File: config.mk
export PLATFORM = sky130hd
export DESIGN_NAME = julian_day_doy_converter_core
export DESIGN_NICKNAME = d
export VERILOG_FILES = /design/src/rtl/jdconv_pkg.sv /design/src/rtl/julian_day_doy_converter_core.sv /design/src/rtl/jdconv_datapath.sv
export SDC_FILE = /design/constraint.sdc
export NUM_CORES = 1
export LEC_CHECK = 0
export BUFFER_PORTS_ARGS = -buffer_cell sky130_fd_sc_hd__buf_2
export CAP_MARGIN = 30
export CORE_ASPECT_RATIO = 1.75
export CORE_UTILIZATION = 47
export DETAILED_ROUTE_END_ITERATION = 8
export PLACE_DENSITY = 0.74
export SLEW_MARGIN = 20
export SYNTH_ARGS = -nofsm -noshare
export SYNTH_HDL_FRONTEND = slang
export SYNTH_SLANG_ARGS = --single-unit
export TNS_END_PERCENT = 10
File: constraint.sdc
create_clock -name clk -period 10.75 [get_ports clk]
set_input_delay 0.5375 -clock clk [delete_from_list [all_inputs] [get_ports clk]]
set_output_delay 0.5375 -clock clk [all_outputs]
set_load 0.05 [all_outputs]
File: src/rtl/jdconv_pkg.sv
// ----------------------------------------------------------------------------
// jdconv_pkg: shared types and constants for the Julian day converter
// Request and result transaction layouts, operation codes, year window and
// the fixed-point constants used by the converter datapath.
// ----------------------------------------------------------------------------
package jdconv_pkg;

  localparam int FRACTION_BITS = 32;
  localparam int FRAC_KEEP     = (FRACTION_BITS < 32) ? FRACTION_BITS : 32;
  localparam logic [31:0] FRAC_MASK =
    (FRAC_KEEP >= 32) ? 32'hFFFF_FFFF : 32'((64'd1 << FRAC_KEEP) - 64'd1);

  localparam logic OP_TO_JD  = 1'b0;
  localparam logic OP_TO_DOY = 1'b1;

  localparam logic [11:0] YEAR_LO    = 12'd1901;
  localparam logic [11:0] YEAR_HI    = 12'd2099;
  localparam logic [11:0] YY_PIVOT   = 12'd80;
  localparam logic [11:0] CENTURY_19 = 12'd1900;
  localparam logic [11:0] CENTURY_20 = 12'd2000;

  localparam logic [16:0] HALF_DAY     = 17'd43200;
  localparam logic [17:0] FULL_DAY     = 18'd86400;
  localparam logic [17:0] TWO_DAYS     = 18'd172800;

  // Julian day of 1 Jan 1901 (noon based) and of 31 Dec 2099
  localparam logic [22:0] JD_FIRST  = 23'd2415386;
  localparam logic [22:0] JD_LAST   = 23'd2488069;
  // day number preceding 1 Jan 1901, less one for the 1-based day of year
  localparam logic [22:0] JAN1_BASE = 23'd2415384;

  localparam logic [8:0]  DAYS_PER_YEAR = 9'd365;

  // (4z+3)/1461 as a multiply by reciprocal, exact for z within the year window
  localparam int          RECIP_SHIFT = 30;
  localparam logic [19:0] RECIP       = 20'd734937;

  typedef struct packed {
    logic        op;
    logic [11:0] in_year;
    logic [21:0] in_day;
    logic [16:0] in_seconds;
    logic [31:0] in_fraction;
  } req_t;

  typedef struct packed {
    logic [11:0] out_year;
    logic [21:0] out_day;
    logic [16:0] out_seconds;
    logic [31:0] out_fraction;
    logic        range_error;
  } res_t;

endpackage

File: src/rtl/julian_day_doy_converter_core.sv
// ----------------------------------------------------------------------------
// julian_day_doy_converter_core: GNSS day-of-year / Julian day converter
// Takes one request transaction per cycle and returns one result transaction
// for each, in order.
// ----------------------------------------------------------------------------
// A request is taken on every cycle in which start is high; busy stays low, so
// a new transaction may follow in the next cycle. Each result appears on result
// with done high for exactly one cycle, after its request has passed the input
// register, the year/day normalisation stage with the reciprocal multiply and
// the day-number stage. The receiver cannot stall the block and must
// take every result in the cycle it is shown.
module julian_day_doy_converter_core (
  input  logic              clk,
  input  logic              rst,
  input  logic              start,
  output logic              busy,
  input  jdconv_pkg::req_t  request,
  output logic              done,
  output jdconv_pkg::res_t  result
);

  jdconv_pkg::req_t req;
  logic             req_vld;

  assign busy = 1'b0;

  always_ff @(posedge clk) begin
    if (rst) begin
      req_vld <= 1'b0;
    end else begin
      req_vld <= start && !busy;
    end
    req <= request;
  end

  jdconv_datapath u_datapath (
    .clk     (clk),
    .rst     (rst),
    .req_vld (req_vld),
    .req     (req),
    .res_vld (done),
    .res     (result)
  );

endmodule

File: src/rtl/jdconv_datapath.sv
// ----------------------------------------------------------------------------
// jdconv_datapath: two-stage conversion datapath
// Stage one normalises seconds, maps the year or Julian day into the window
// and forms the year-index product; stage two builds the day number and the
// result transaction.
// ----------------------------------------------------------------------------
module jdconv_datapath (
  input  logic              clk,
  input  logic              rst,
  input  logic              req_vld,
  input  jdconv_pkg::req_t  req,
  output logic              res_vld,
  output jdconv_pkg::res_t  res
);

  typedef struct packed {
    logic        op;
    logic        err;
    logic [7:0]  k_year;
    logic [7:0]  k_jd;
    logic [22:0] base;
    logic [16:0] z;
    logic [16:0] seconds;
    logic [31:0] fraction;
  } mid_t;

  mid_t        mid;
  mid_t        mid_next;
  logic        mid_vld;

  logic [11:0] y;
  logic        err0;
  logic [17:0] t;
  logic [1:0]  qt;
  logic [16:0] os0;
  logic        wrap;
  logic [16:0] s;
  logic        pm;
  logic [22:0] a;
  logic        err1;
  logic [16:0] z;
  logic [16:0] os1;
  logic [38:0] prod;

  always_comb begin
    if (req.in_year < jdconv_pkg::CENTURY_19) begin
      y = req.in_year + ((req.in_year < jdconv_pkg::YY_PIVOT) ?
                         jdconv_pkg::CENTURY_20 : jdconv_pkg::CENTURY_19);
    end else begin
      y = req.in_year;
    end
    err0 = (y < jdconv_pkg::YEAR_LO) || (y > jdconv_pkg::YEAR_HI);

    t = {1'b0, jdconv_pkg::HALF_DAY} + {1'b0, req.in_seconds};
    if (t >= jdconv_pkg::TWO_DAYS) begin
      qt  = 2'd2;
      os0 = 17'(t - jdconv_pkg::TWO_DAYS);
    end else if (t >= jdconv_pkg::FULL_DAY) begin
      qt  = 2'd1;
      os0 = 17'(t - jdconv_pkg::FULL_DAY);
    end else begin
      qt  = 2'd0;
      os0 = t[16:0];
    end

    wrap = ({1'b0, req.in_seconds} >= jdconv_pkg::FULL_DAY);
    s    = wrap ? 17'({1'b0, req.in_seconds} - jdconv_pkg::FULL_DAY) : req.in_seconds;
    pm   = (s >= jdconv_pkg::HALF_DAY);
    a    = {1'b0, req.in_day} + {22'd0, wrap} + {22'd0, pm};
    err1 = (a < jdconv_pkg::JD_FIRST) || (a > jdconv_pkg::JD_LAST);
    z    = 17'(a - jdconv_pkg::JD_FIRST);
    os1  = pm ? (s - jdconv_pkg::HALF_DAY) : (s + jdconv_pkg::HALF_DAY);
    prod = 39'({z, 2'b11}) * 39'(jdconv_pkg::RECIP);

    mid_next.op       = req.op;
    mid_next.err      = (req.op == jdconv_pkg::OP_TO_DOY) ? err1 : err0;
    mid_next.k_year   = 8'(y - jdconv_pkg::YEAR_LO);
    mid_next.k_jd     = prod[jdconv_pkg::RECIP_SHIFT +: 8];
    mid_next.base     = jdconv_pkg::JAN1_BASE + {1'b0, req.in_day} + {21'd0, qt};
    mid_next.z        = z;
    mid_next.seconds  = (req.op == jdconv_pkg::OP_TO_DOY) ? os1 : os0;
    mid_next.fraction = req.in_fraction & jdconv_pkg::FRAC_MASK;
  end

  always_ff @(posedge clk) begin
    if (rst) begin
      mid_vld <= 1'b0;
    end else begin
      mid_vld <= req_vld;
    end
    mid <= mid_next;
  end

  logic [7:0]       k;
  logic [16:0]      off;
  jdconv_pkg::res_t res_next;

  always_comb begin
    k   = (mid.op == jdconv_pkg::OP_TO_DOY) ? mid.k_jd : mid.k_year;
    off = 17'({9'd0, k} * 17'(jdconv_pkg::DAYS_PER_YEAR)) + {11'd0, k[7:2]};

    res_next.out_fraction = mid.fraction;
    res_next.range_error  = mid.err;
    if (mid.err) begin
      res_next.out_year    = '0;
      res_next.out_day     = '0;
      res_next.out_seconds = '0;
    end else if (mid.op == jdconv_pkg::OP_TO_DOY) begin
      res_next.out_year    = jdconv_pkg::YEAR_LO + {4'd0, k};
      res_next.out_day     = {5'd0, 17'(mid.z + 17'd1 - off)};
      res_next.out_seconds = mid.seconds;
    end else begin
      res_next.out_year    = '0;
      res_next.out_day     = 22'(mid.base + {6'd0, off});
      res_next.out_seconds = mid.seconds;
    end
  end

  always_ff @(posedge clk) begin
    if (rst) begin
      res_vld <= 1'b0;
    end else begin
      res_vld <= mid_vld;
    end
    res <= res_next;
  end

endmodule

# [After elaboration in Yosys (flattened, before gate mapping)]
# Cells that the tools add are included.
[totals] regBits=277 inputBits=87 out_inout_bits=86
[op_classes] addsub=18 mul=2 order_cmp=10 mux=12 n_bitwise=1 n_reduce_logical=4
[ops] operator="17-bit two-way mux" n=5
[ops] operator="17-bit by 16-bit subtractor with 17-bit output (second input constant)" n=3
[ops] operator="19-bit by 20-bit multiplier with 38-bit output (second input constant)" n=1
[ops] operator="34-bit two-way mux" n=1
[ops] operator="17-bit subtractor (second input constant)" n=2
[ops] operator="12-bit by 11-bit less-than comparator with 1-bit output (second input constant)" n=2
[ops] operator="22-bit by 1-bit adder with 23-bit output" n=1
[ops] operator="23-bit by 1-bit adder with 23-bit output" n=1
[ops] operator="23-bit by 22-bit > comparator with 1-bit output (second input constant)" n=1
[ops] operator="23-bit by 22-bit less-than comparator with 1-bit output (second input constant)" n=1
[ops] operator="22-bit by 17-bit adder with 22-bit output" n=1
[ops] operator="22-bit by 2-bit adder with 22-bit output" n=1
[ops] operator="22-bit adder (first input constant)" n=1
[ops] operator="16-bit by 17-bit adder with 18-bit output (first input constant)" n=1
[ops] operator="18-bit by 17-bit greater-or-equal comparator with 1-bit output (second input constant)" n=1
[ops] operator="18-bit greater-or-equal comparator (second input constant)" n=1
[ops] operator="17-bit by 1-bit adder with 17-bit output (second input constant)" n=1
[ops] operator="17-bit by 16-bit adder with 17-bit output (second input constant)" n=1
[ops] operator="17-bit by 6-bit adder with 17-bit output" n=1
[ops] operator="17-bit by 16-bit greater-or-equal comparator with 1-bit output (second input constant)" n=1
[ops] operator="17-bit greater-or-equal comparator (second input constant)" n=1
[ops] operator="8-bit by 9-bit multiplier with 17-bit output (second input constant)" n=1
[ops] operator="17-bit subtractor" n=1
[ops] operator="8-bit two-way mux" n=2
[ops] operator="other kinds (11)" n=14

# [Longest topological paths before layout]
# Gate-level depths: netlist (run 1).
[logic_depth] ltp_word=7 depth_mapped=49 ltp_nobuf=47

# [Modules after synthesis]
# A second synthesis (run 1) with hierarchy kept.
[unflattened] cells_unflattened=1926 hier_area_um2=18819.3
[by_module_without_submodules] module="jdconv_datapath" instances=1 cells_each=1838 area_each_um2=17092.6 seq_area_each_um2=3843.7
[by_module_without_submodules] module="julian_day_doy_converter_core" instances=1 cells_each=88 area_each_um2=1726.7 seq_area_each_um2=1701.6

# [Worst setup path after synthesis (run 1)]
# OpenSTA, ideal clock, no wires.
[synth_timing] path_kind="reg2reg" from="reg req[38] (netlist name)" to="reg u_datapath.mid[95] (netlist name)" setup_ns=0.072 arrival_time_ns=10.473 t_required_ns=10.678 setup_slack_ns=0.204 path_stages_with_launch=49 n_path_buf=2 period_less_slack_ns=10.546 cell_sequence="dfxtp_1 > inv_1 > ha_1 > and3_1 > a21o_1 > buf_4 > nor3_1 > nor2_1 > ha_1 > nand2_1 > a21oi_1 > o21ai_0 > o41ai_4 > nor2_4 > nand2_1 > buf_6 > fa_1 > ha_1 > [... 13 more ...] > inv_1 > fa_1 > fa_1 > fa_1 > inv_1 > fa_1 > inv_1 > ha_1 > a21o_1 > a21oi_1 > o221ai_1 > nand4_1 > and3_1 > o211ai_1 > a41oi_1 > nand2b_1 > a21oi_1 > xnor2_1"
[synth_lines] element="end signal, assigned" line="jdconv_datapath.sv:91" rtl="mid <= mid_next;"
[synth_lines] element="end, declared" line="jdconv_datapath.sv:27" rtl="mid_t mid;"

==> results_dict.tcl, run 1 <==
set metrics [dict create \
    drt-initial-drc-count 478 \
    grt_max_degree 36 \
    drc 1 \
    io_buffer_count 171 \
    rows 97 \
    ant_nets 0 \
    yosys_warnings 0 \
    clock_path_buffers 3 \
    startpoint_type "flop" \
    skew_ns 0.0244 \
    cts_root_buf "clkbuf_16" \
    crit_buf_inv 7 \
    finalHoldViolations 0 \
    drive_above_1_share_pct 16.9 \
    place_congestion 0.972 \
    synth_edf_count 0 \
    grt_usage_pct 24.8 \
    status "finished, violations left" \
    critPathMostFrequentCell "ha_1" \
    antenna_cells 0 \
    final_cell_mix "inv_1, dfxtp_1, ha_1" \
    hold_path_class "input port to flop" \
    start_util_pct 47.4 \
    die_x_um 154 \
    fp.dieArea_um2 41100 \
    numCtsBuffers 28 \
    period_needed_ns 10.24 \
    ioPinCount 173 \
    tritoncts "yes" \
    htreeDepth 1 \
    syn_to_final_growth_pct 16.1 \
    grt-ovfl-total 0 \
    finalNonFillerCells 2693 \
    synthArstFlopShare_pct 0 \
    cp_max_fo 6 \
    cp.arrival_ns 10.72 \
    place_inst 2636 \
    fillers 3487 \
    ys_types 94 \
    antenna_found_initial 2 \
    violations "DRC" \
    path_class "flop to flop" \
    crit_required_ns 11.24 \
    core_um2 39900 \
    netlist_area_um2 18900 \
    cts.sinks 277 \
    max_freq_mhz 97.7 \
    cts_hold_buf 0 \
    ys_ff_latch 277 \
    max_cap_viol_count 0 \
    fin_crit_sh_pct 95.2 \
    setup_violations 0 \
    path_clk_slew_ns 0.07 \
    wl_per_cell_um 18.6 \
    slew_viol_final 0 \
    via_per_inst 5.28 \
    nets 2681 \
    synth_cells 1922 \
    vias 14217 \
    hpwl_um 42500 \
    synth-seq-area-share_pct 29.3 \
    endpoint_kind "flop" \
    grt_pass1_vias 15267 \
    first_pass_iters 7 \
    ys.flop_type "dfxtp_1" \
    crit_slowest_cell "or4_1" \
    final_common_cell "inv_1" \
    slew_headroom_pct 52.0 \
    critPathMaxStageDelay_ns 0.56 \
    grt_first_pass_wirelength_um 78100 \
    die_h_um 268 \
    tightest_slew_ns 0.700 \
    totalWireLength_um 50000 \
    syn_area_per_cell_um2 9.86 \
    critPathTopFamily "adder cells" \
    clk_latency_ns 0.58 \
    synth_nets 2426 \
]
==> final timing paths <==
kind	startpoint	endpoint	slack (ns)	cells past startpoint
max	req[39]	u_datapath.mid[95]	0.51	45
min	request[45]	req[45]	0.05	1
max reg2reg	req[39]	u_datapath.mid[95]	0.51	45
min reg2reg	req[11]	u_datapath.mid[11]	0.31	0
==> synthesized netlist by cell type, types with 5 or more instances <==
master | number | share of area (%)
inv_1 | 337 | 6.7
dfxtp_1 | 277 | 29
ha_1 | 263 | 17
fa_1 | 154 | 16
nor2_1 | 104 | 2.1
xnor2_1 | 96 | 4.4
a21oi_1 | 80 | 2.1
nand2_1 | 73 | 1.4
xor2_1 | 54 | 2.5
o21ai_0 | 46 | 1.2
nor3_1 | 35 | 0.92
nor2b_1 | 31 | 1.0
nand3_1 | 27 | 0.71
clkbuf_1 | 22 | 0.44
a21o_1 | 21 | 0.83
a31oi_1 | 17 | 0.56
and3_1 | 16 | 0.53
o21a_1 | 16 | 0.63
a211oi_1 | 15 | 0.59
or3_1 | 14 | 0.46
mux2i_1 | 13 | 0.69
nand4_1 | 11 | 0.36
or2_2 | 11 | 0.36
and2_1 | 10 | 0.33
nand2b_1 | 10 | 0.33
a21boi_0 | 9 | 0.36
buf_2 | 9 | 0.24
o211ai_1 | 8 | 0.32
o21bai_1 | 8 | 0.32
o22ai_1 | 7 | 0.23
a211o_1 | 6 | 0.28
a32oi_1 | 6 | 0.28
o31ai_1 | 6 | 0.24
a22oi_1 | 5 | 0.20
and4_1 | 5 | 0.23
buf_4 | 5 | 0.20
o2111ai_1 | 5 | 0.23
==> cell families (layout without fill, tap and decap cells) <==
logic type,after synthesis,after routing,synth area share (%)
AOI/OAI and AO/OA,310,310,11.5
xor gates and xnor gates,152,152,7.11
adders and majority gates,417,417,33.6
buffers and inverters,379,655,7.75
DFF,277,277,29.3
muxes,15,15,0.806
other,1,1,0.0198
and+or+nand+nor,371,371,9.89
==> cell type report <==
type	instances	area, µm²	share of cell area [%]
multi-input cells	1266	12000	54.6
flip-flops and latches	277	5550	25.2
repair buffers	265	1560	7.10
inverters	339	1270	5.79
clock buffers	32	746	3.39
well taps	495	619	2.82
clock inverters	19	239	1.09
==> timing repair <==
action | 4_1_cts | 5_1_grt
buffers inserted | 0 | 5
gates resized for setup | 0 | 20
endpoints found under the setup margin | 0 | 8
==> metal layers <==
layer	GRT usage (%)	part of all wire, %	vias up
met1	21.7	33	6764
met5	0	0.052	-
li1	-	-	6850
met4	20.0	8.8	4
met2	49.8	55	402
met3	2.73	3.4	197
==> registers in the layout (all words and copies together), names as in the netlist <==
signal	flops
u_datapath.mid	106
req	84
u_datapath.res	84
req_vld	1
u_datapath.mid_vld	1
u_datapath.res_vld	1
==> metrics by stage <==
step / TNS [ns] / setup WS, ns / cell area (µm²) / hold slack, ns / util, %
after global routing: -0.0120 / -0.0120 / 22000 / 0.0335 / 55.1
final: 0 / 0.515 / 22000 / 0.0546 / 55.1
after floorplan: 0 / 0.204 / 18900 / 0.310 / -
after detailed placement: 0 / 0.158 / 20900 / 0.312 / 52.3
after global placement: 0 / 0.358 / 20900 / 0.310 / 52.3
after CTS: 0 / 0.106 / 21900 / 0.0243 / 54.8
Power of run 1 is not shown: default switching activity piles up to over one toggle a cycle in this logic, so the estimate is an artifact.
==> inputs of run 2 (changes only) <==
RECOVER_POWER = 50   (was unset)
REMOVE_ABC_BUFFERS = 1   (was unset)
==> run 2 against run 1 <==
The run ends with capacitance limit, slew limit left. Global-route usage shrank 1.3 points. Die area is the same. Routed wire length shrank 4.5%. Critical path type unchanged.
==> results_dict.tcl, run 2 (synthesized netlist as in run 1, its figures left out) <==
set metrics [dict create \
    status "finished, violations left" \
    violations "capacitance limit, slew limit" \
    max_freq_mhz 98.4 \
    hold_path_class "input port to flop" \
    tritoncts "yes" \
    antenna_found_initial 0 \
    finalHoldViolations 0 \
    critPathMostFrequentCell "fa_1" \
    largest_reg_flops 106 \
    vias 14177 \
    pre_cts_ws_ns 0.370 \
    wl_per_cell_um 17.8 \
    ant_nets 0 \
    cp_max_fo 6 \
    grt_first_pass_wirelength_um 75000 \
    path_clk_slew_ns 0.07 \
    slew_headroom_pct -25.8 \
    htreeDepth 1 \
    die_h_um 268 \
    final_cell_mix "inv_1, dfxtp_1, ha_1" \
    cp.depth 43 \
    io_buffer_count 171 \
    crit_required_ns 11.24 \
    slew_viol_final 36 \
    ioPinCount 173 \
    core_um2 39900 \
    path_class "flop to flop" \
    drt-initial-drc-count 577 \
    grt_max_degree 36 \
    cts.sinks 277 \
    r2r-start "req[34]" \
    clock_path_buffers 3 \
    period_needed_ns 10.16 \
    startpoint_type "flop" \
    numCtsBuffers 27 \
    skew_ns 0.0146 \
    tightest_slew_ns 1.89 \
    reg2reg_depth 43 \
    totalWireLength_um 47700 \
    biggestRegsByFlops "u_datapath.mid x106, req x84, u_datapath.res x84" \
    drive_above_1_share_pct 16.4 \
    antenna_cells 0 \
    holdCritStartpoint "request[26]" \
    place_congestion 0.981 \
    cts_root_buf "clkbuf_16" \
    hold_depth 1 \
    first_pass_iters 5 \
    grt_pass1_vias 14962 \
    nets 2673 \
    grt_usage_pct 23.5 \
    final_common_cell "inv_1" \
    crit_slowest_cell "fa_1" \
    max_cap_viol_count 1 \
    regMostFlops "u_datapath.mid" \
    syn_to_final_growth_pct 15.6 \
    clk_latency_ns 0.58 \
    fp.dieArea_um2 41100 \
    via_per_inst 5.28 \
    hpwl_um 40500 \
    drc 0 \
    die_x_um 154 \
    crit_buf_inv 7 \
    setup_violations 0 \
    endpoint_kind "flop" \
    setup_slack_ns 0.589 \
    fin_crit_sh_pct 94.5 \
    start_util_pct 47.4 \
    rows 97 \
    critPathTopFamily "adder cells" \
    cp.arrival_ns 10.66 \
    startpoint "req[34]" \
    grt-ovfl-total 0 \
    critPathMaxStageDelay_ns 0.58 \
]
run 2: changes by cell type in the layout (fill, tap and decap cells not counted), sizes merged:
cell	change
buf	-12
clkinv	+2
clkbuf	+5
inv	-5
clkinvlp	+1
run 2: worst reg2reg max path, delay by kind of cell (launching register included):
family	cells	cell delay, ns
adders and majority gates	10	3.95
and+or+nand+nor	11	1.96
buffers and inverters	7	0.78
xor gates and xnor gates	3	0.43
AOI/OAI and AO/OA	12	2.63
DFF	1	0.33
run 2: final cells by class:
type | instances | area [µm²]
fillers | 3536 | 18000
multi-input cells | 1266 | 12000
flip-flops and latches | 277 | 5550
repair buffers | 258 | 1510
inverters | 339 | 1270
clock buffers | 32 | 714
well taps | 495 | 619
clock inverters | 17 | 229
run 2: through the flow:
stage	hold WS [ns]	instances	cell area (µm²)	utilization, %	TNS [ns]
floorplan	0.310	1882	18700	-	0
global placement	0.310	2627	20800	52.2	0
detailed placement	0.312	2627	20800	52.2	0
CTS	0.0202	2676	21800	54.5	0
global route	0.0269	2684	21900	54.9	-0.423
finish	0.0553	2684	21900	54.9	0
run 2: worst paths after layout:
kind / slack [ns] / end
max: 0.59 / u_datapath.mid[96]
min: 0.06 / req[26]
max reg2reg: 0.59 / u_datapath.mid[96]
min reg2reg: 0.32 / u_datapath.mid[25]
run 2: repair_timing:
item                       in CTS  in global routing
setup endpoints to repair       0                  8
gates resized for setup         0                 23
buffers inserted                0                  7
hold buffers                    0                  0
run 2: metal layers:
| metal | GRT usage (%) | vias to the layer above | routed length [µm] |
|---|---|---|---|
| li1 | - | 6830 | - |
| met4 | 16.8 | 0 | 3630 |
| met3 | 2.39 | 182 | 1610 |
| met2 | 47.3 | 400 | 26500 |
| met1 | 21.5 | 6765 | 16000 |
| met5 | 0 | - | 0 |
Power of run 2 is left out for the same reason.
==> inputs of run 3 (changes only) <==
CAP_MARGIN = 25   (was 30)
CELL_PAD_IN_SITES_DETAIL_PLACEMENT = 0   (was unset)
CELL_PAD_IN_SITES_GLOBAL_PLACEMENT = 2   (was unset)
CORE_UTILIZATION = 35   (was 47)
GPL_ROUTABILITY_DRIVEN = 1   (was unset)
PLACE_DENSITY = 0.83   (was 0.74)
==> run 3 against run 2 <==
The flow still finishes with violations (capacitance limit, slew limit). Critical path depth is 2 higher. Utilization is 14 points lower. Via count is 2.6% lower. Worst hold slack worse by 0.013 ns. Sequential cell count stayed put. Non-clock buffer count is 34 lower. Die area is 34% higher. Maximum frequency is 1.1% lower. Design area hardly changed.
==> results_dict.tcl, run 3 (synthesized netlist as in run 1, its figures left out) <==
set metrics [dict create \
    status "finished, violations left" \
    violations "capacitance limit, slew limit" \
    regMostFlops "u_datapath.mid" \
    grt_usage_pct 18.9 \
    drt-initial-drc-count 360 \
    crit_required_ns 11.25 \
    path_class "flop to flop" \
    vias 13815 \
    start_util_pct 35.5 \
    cp_max_fo 9 \
    cp.arrival_ns 10.78 \
    endpoint_kind "flop" \
    post-route-cell-area_um2 21900 \
    holdCritStartpoint "request[37]" \
    largest_reg_flops 106 \
    max_cap_viol_count 1 \
    cts_root_buf "clkbuf_16" \
    grt_pass1_vias 14827 \
    multi_input_area_um2 12100 \
    clk_latency_ns 0.59 \
    final_cell_mix "inv_1, dfxtp_1, ha_1" \
    die_h_um 310 \
    hold_path_class "input port to flop" \
    grt_first_pass_wirelength_um 78900 \
    clock_path_buffers 3 \
    hpwl_um 43500 \
    biggestRegsByFlops "u_datapath.mid x106, req x84, u_datapath.res x84" \
    place_inst 2782 \
    wl_per_cell_um 17.9 \
    r2r_slack_ns 0.47 \
    reg2reg_to "u_datapath.mid[95]" \
    hold_end "req[37]" \
    period_needed_ns 10.28 \
    max_freq_mhz 97.3 \
    grt-ovfl-total 0 \
    place_congestion 0.951 \
    core_um2 53400 \
    setup_violations 0 \
    ant_nets 0 \
    setup_slack_ns 0.473 \
    htreeDepth 1 \
    cts.sinks 277 \
    pre_cts_ws_ns -0.0762 \
    nets 2641 \
    final_common_cell "inv_1" \
    die_x_um 178 \
    fp.dieArea_um2 55100 \
    totalWireLength_um 51000 \
    regArea_um2 5550 \
    drc 0 \
    skew_ns 0.0305 \
    drive_above_1_share_pct 15.2 \
    fin_setup_tns_ns 0 \
    hold_depth 1 \
    finalNonFillerCells 2843 \
    reg2reg_depth 45 \
    finalHoldViolations 0 \
    numCtsBuffers 29 \
    first_pass_iters 4 \
    antenna_cells 0 \
    slew_headroom_pct -41.3 \
    via_per_inst 4.86 \
    tritoncts "yes" \
    startpoint_type "flop" \
    antenna_found_initial 0 \
    tightest_slew_ns 2.12 \
    fillers 5295 \
    grt_setup_unrepaired "yes" \
    io_buffer_count 171 \
    crit_slowest_cell "fa_2" \
    ioPinCount 173 \
    fin_crit_sh_pct 95.6 \
    dpl_cell_area_um2 20800 \
    r2r-start "req[40]" \
    path_clk_slew_ns 0.07 \
    rows 112 \
    syn_to_final_growth_pct 15.7 \
    critPathMaxStageDelay_ns 0.60 \
    slew_viol_final 36 \
    grt_max_degree 36 \
]
==> run 3: cell type report <==
type,instances,area share [%]
Clock inverter,18,0.896
Inverter,339,5.80
Multi-Input combinational cell,1266,55.0
Clock buffer,35,3.41
Timing Repair Buffer,224,5.65
Tap cell,684,3.90
Sequential cell,277,25.3
==> run 3: repair_timing <==
item / in CTS / in global routing
buffers inserted: 0 / 6
hold buffers: 1 / 1
pin swaps: 0 / 6
hold endpoints to repair: 1 / 1
gates cloned: 0 / 0
resized for setup: 2 / 32
endpoints found under the setup margin: 3 / 8
==> run 3: routing by layer <==
| layer | up-vias | global-route usage (%) | share of wire, % |
|---|---|---|---|
| li1 | 6778 | - | - |
| met1 | 6550 | 16.8 | 32 |
| met2 | 334 | 38.3 | 57 |
| met3 | 153 | 2.07 | 3.5 |
| met4 | 0 | 13.1 | 7.1 |
| met5 | - | 0 | 0 |
==> run 3: worst max path at each step <==
stage | cells past startpoint | to | from
2_1_floorplan | 46 | u_datapath.mid[95] | req[38]
3_3_place_gp | 43 | u_datapath.mid[95] | req[45]
3_5_place_dp | 43 | u_datapath.mid[95] | req[45]
4_1_cts | 43 | u_datapath.mid[95] | req[40]
5_1_grt | 44 | u_datapath.mid[95] | req[40]
6_report | 45 | u_datapath.mid[95] | req[40]
==> run 3: metrics by stage <==
step	util, %	hold WS [ns]
final	41.1	0.0423
after detailed placement	39.0	0.312
after CTS	40.7	0.00119
after floorplan	-	0.310
after global placement	39.0	0.310
after global routing	41.1	0.000159
==> run 3: critical path, delay by kind of cell (launching register included) <==
| kind | cells | cell delay [ns] |
|---|---|---|
| AOI/OAI and AO/OA | 14 | 2.50 |
| DFF | 1 | 0.39 |
| xor gates and xnor gates | 2 | 0.31 |
| adders and majority gates | 11 | 4.59 |
| and+or+nand+nor | 11 | 1.57 |
| buffers and inverters | 7 | 0.80 |
Power of run 3 is left out for the same reason.
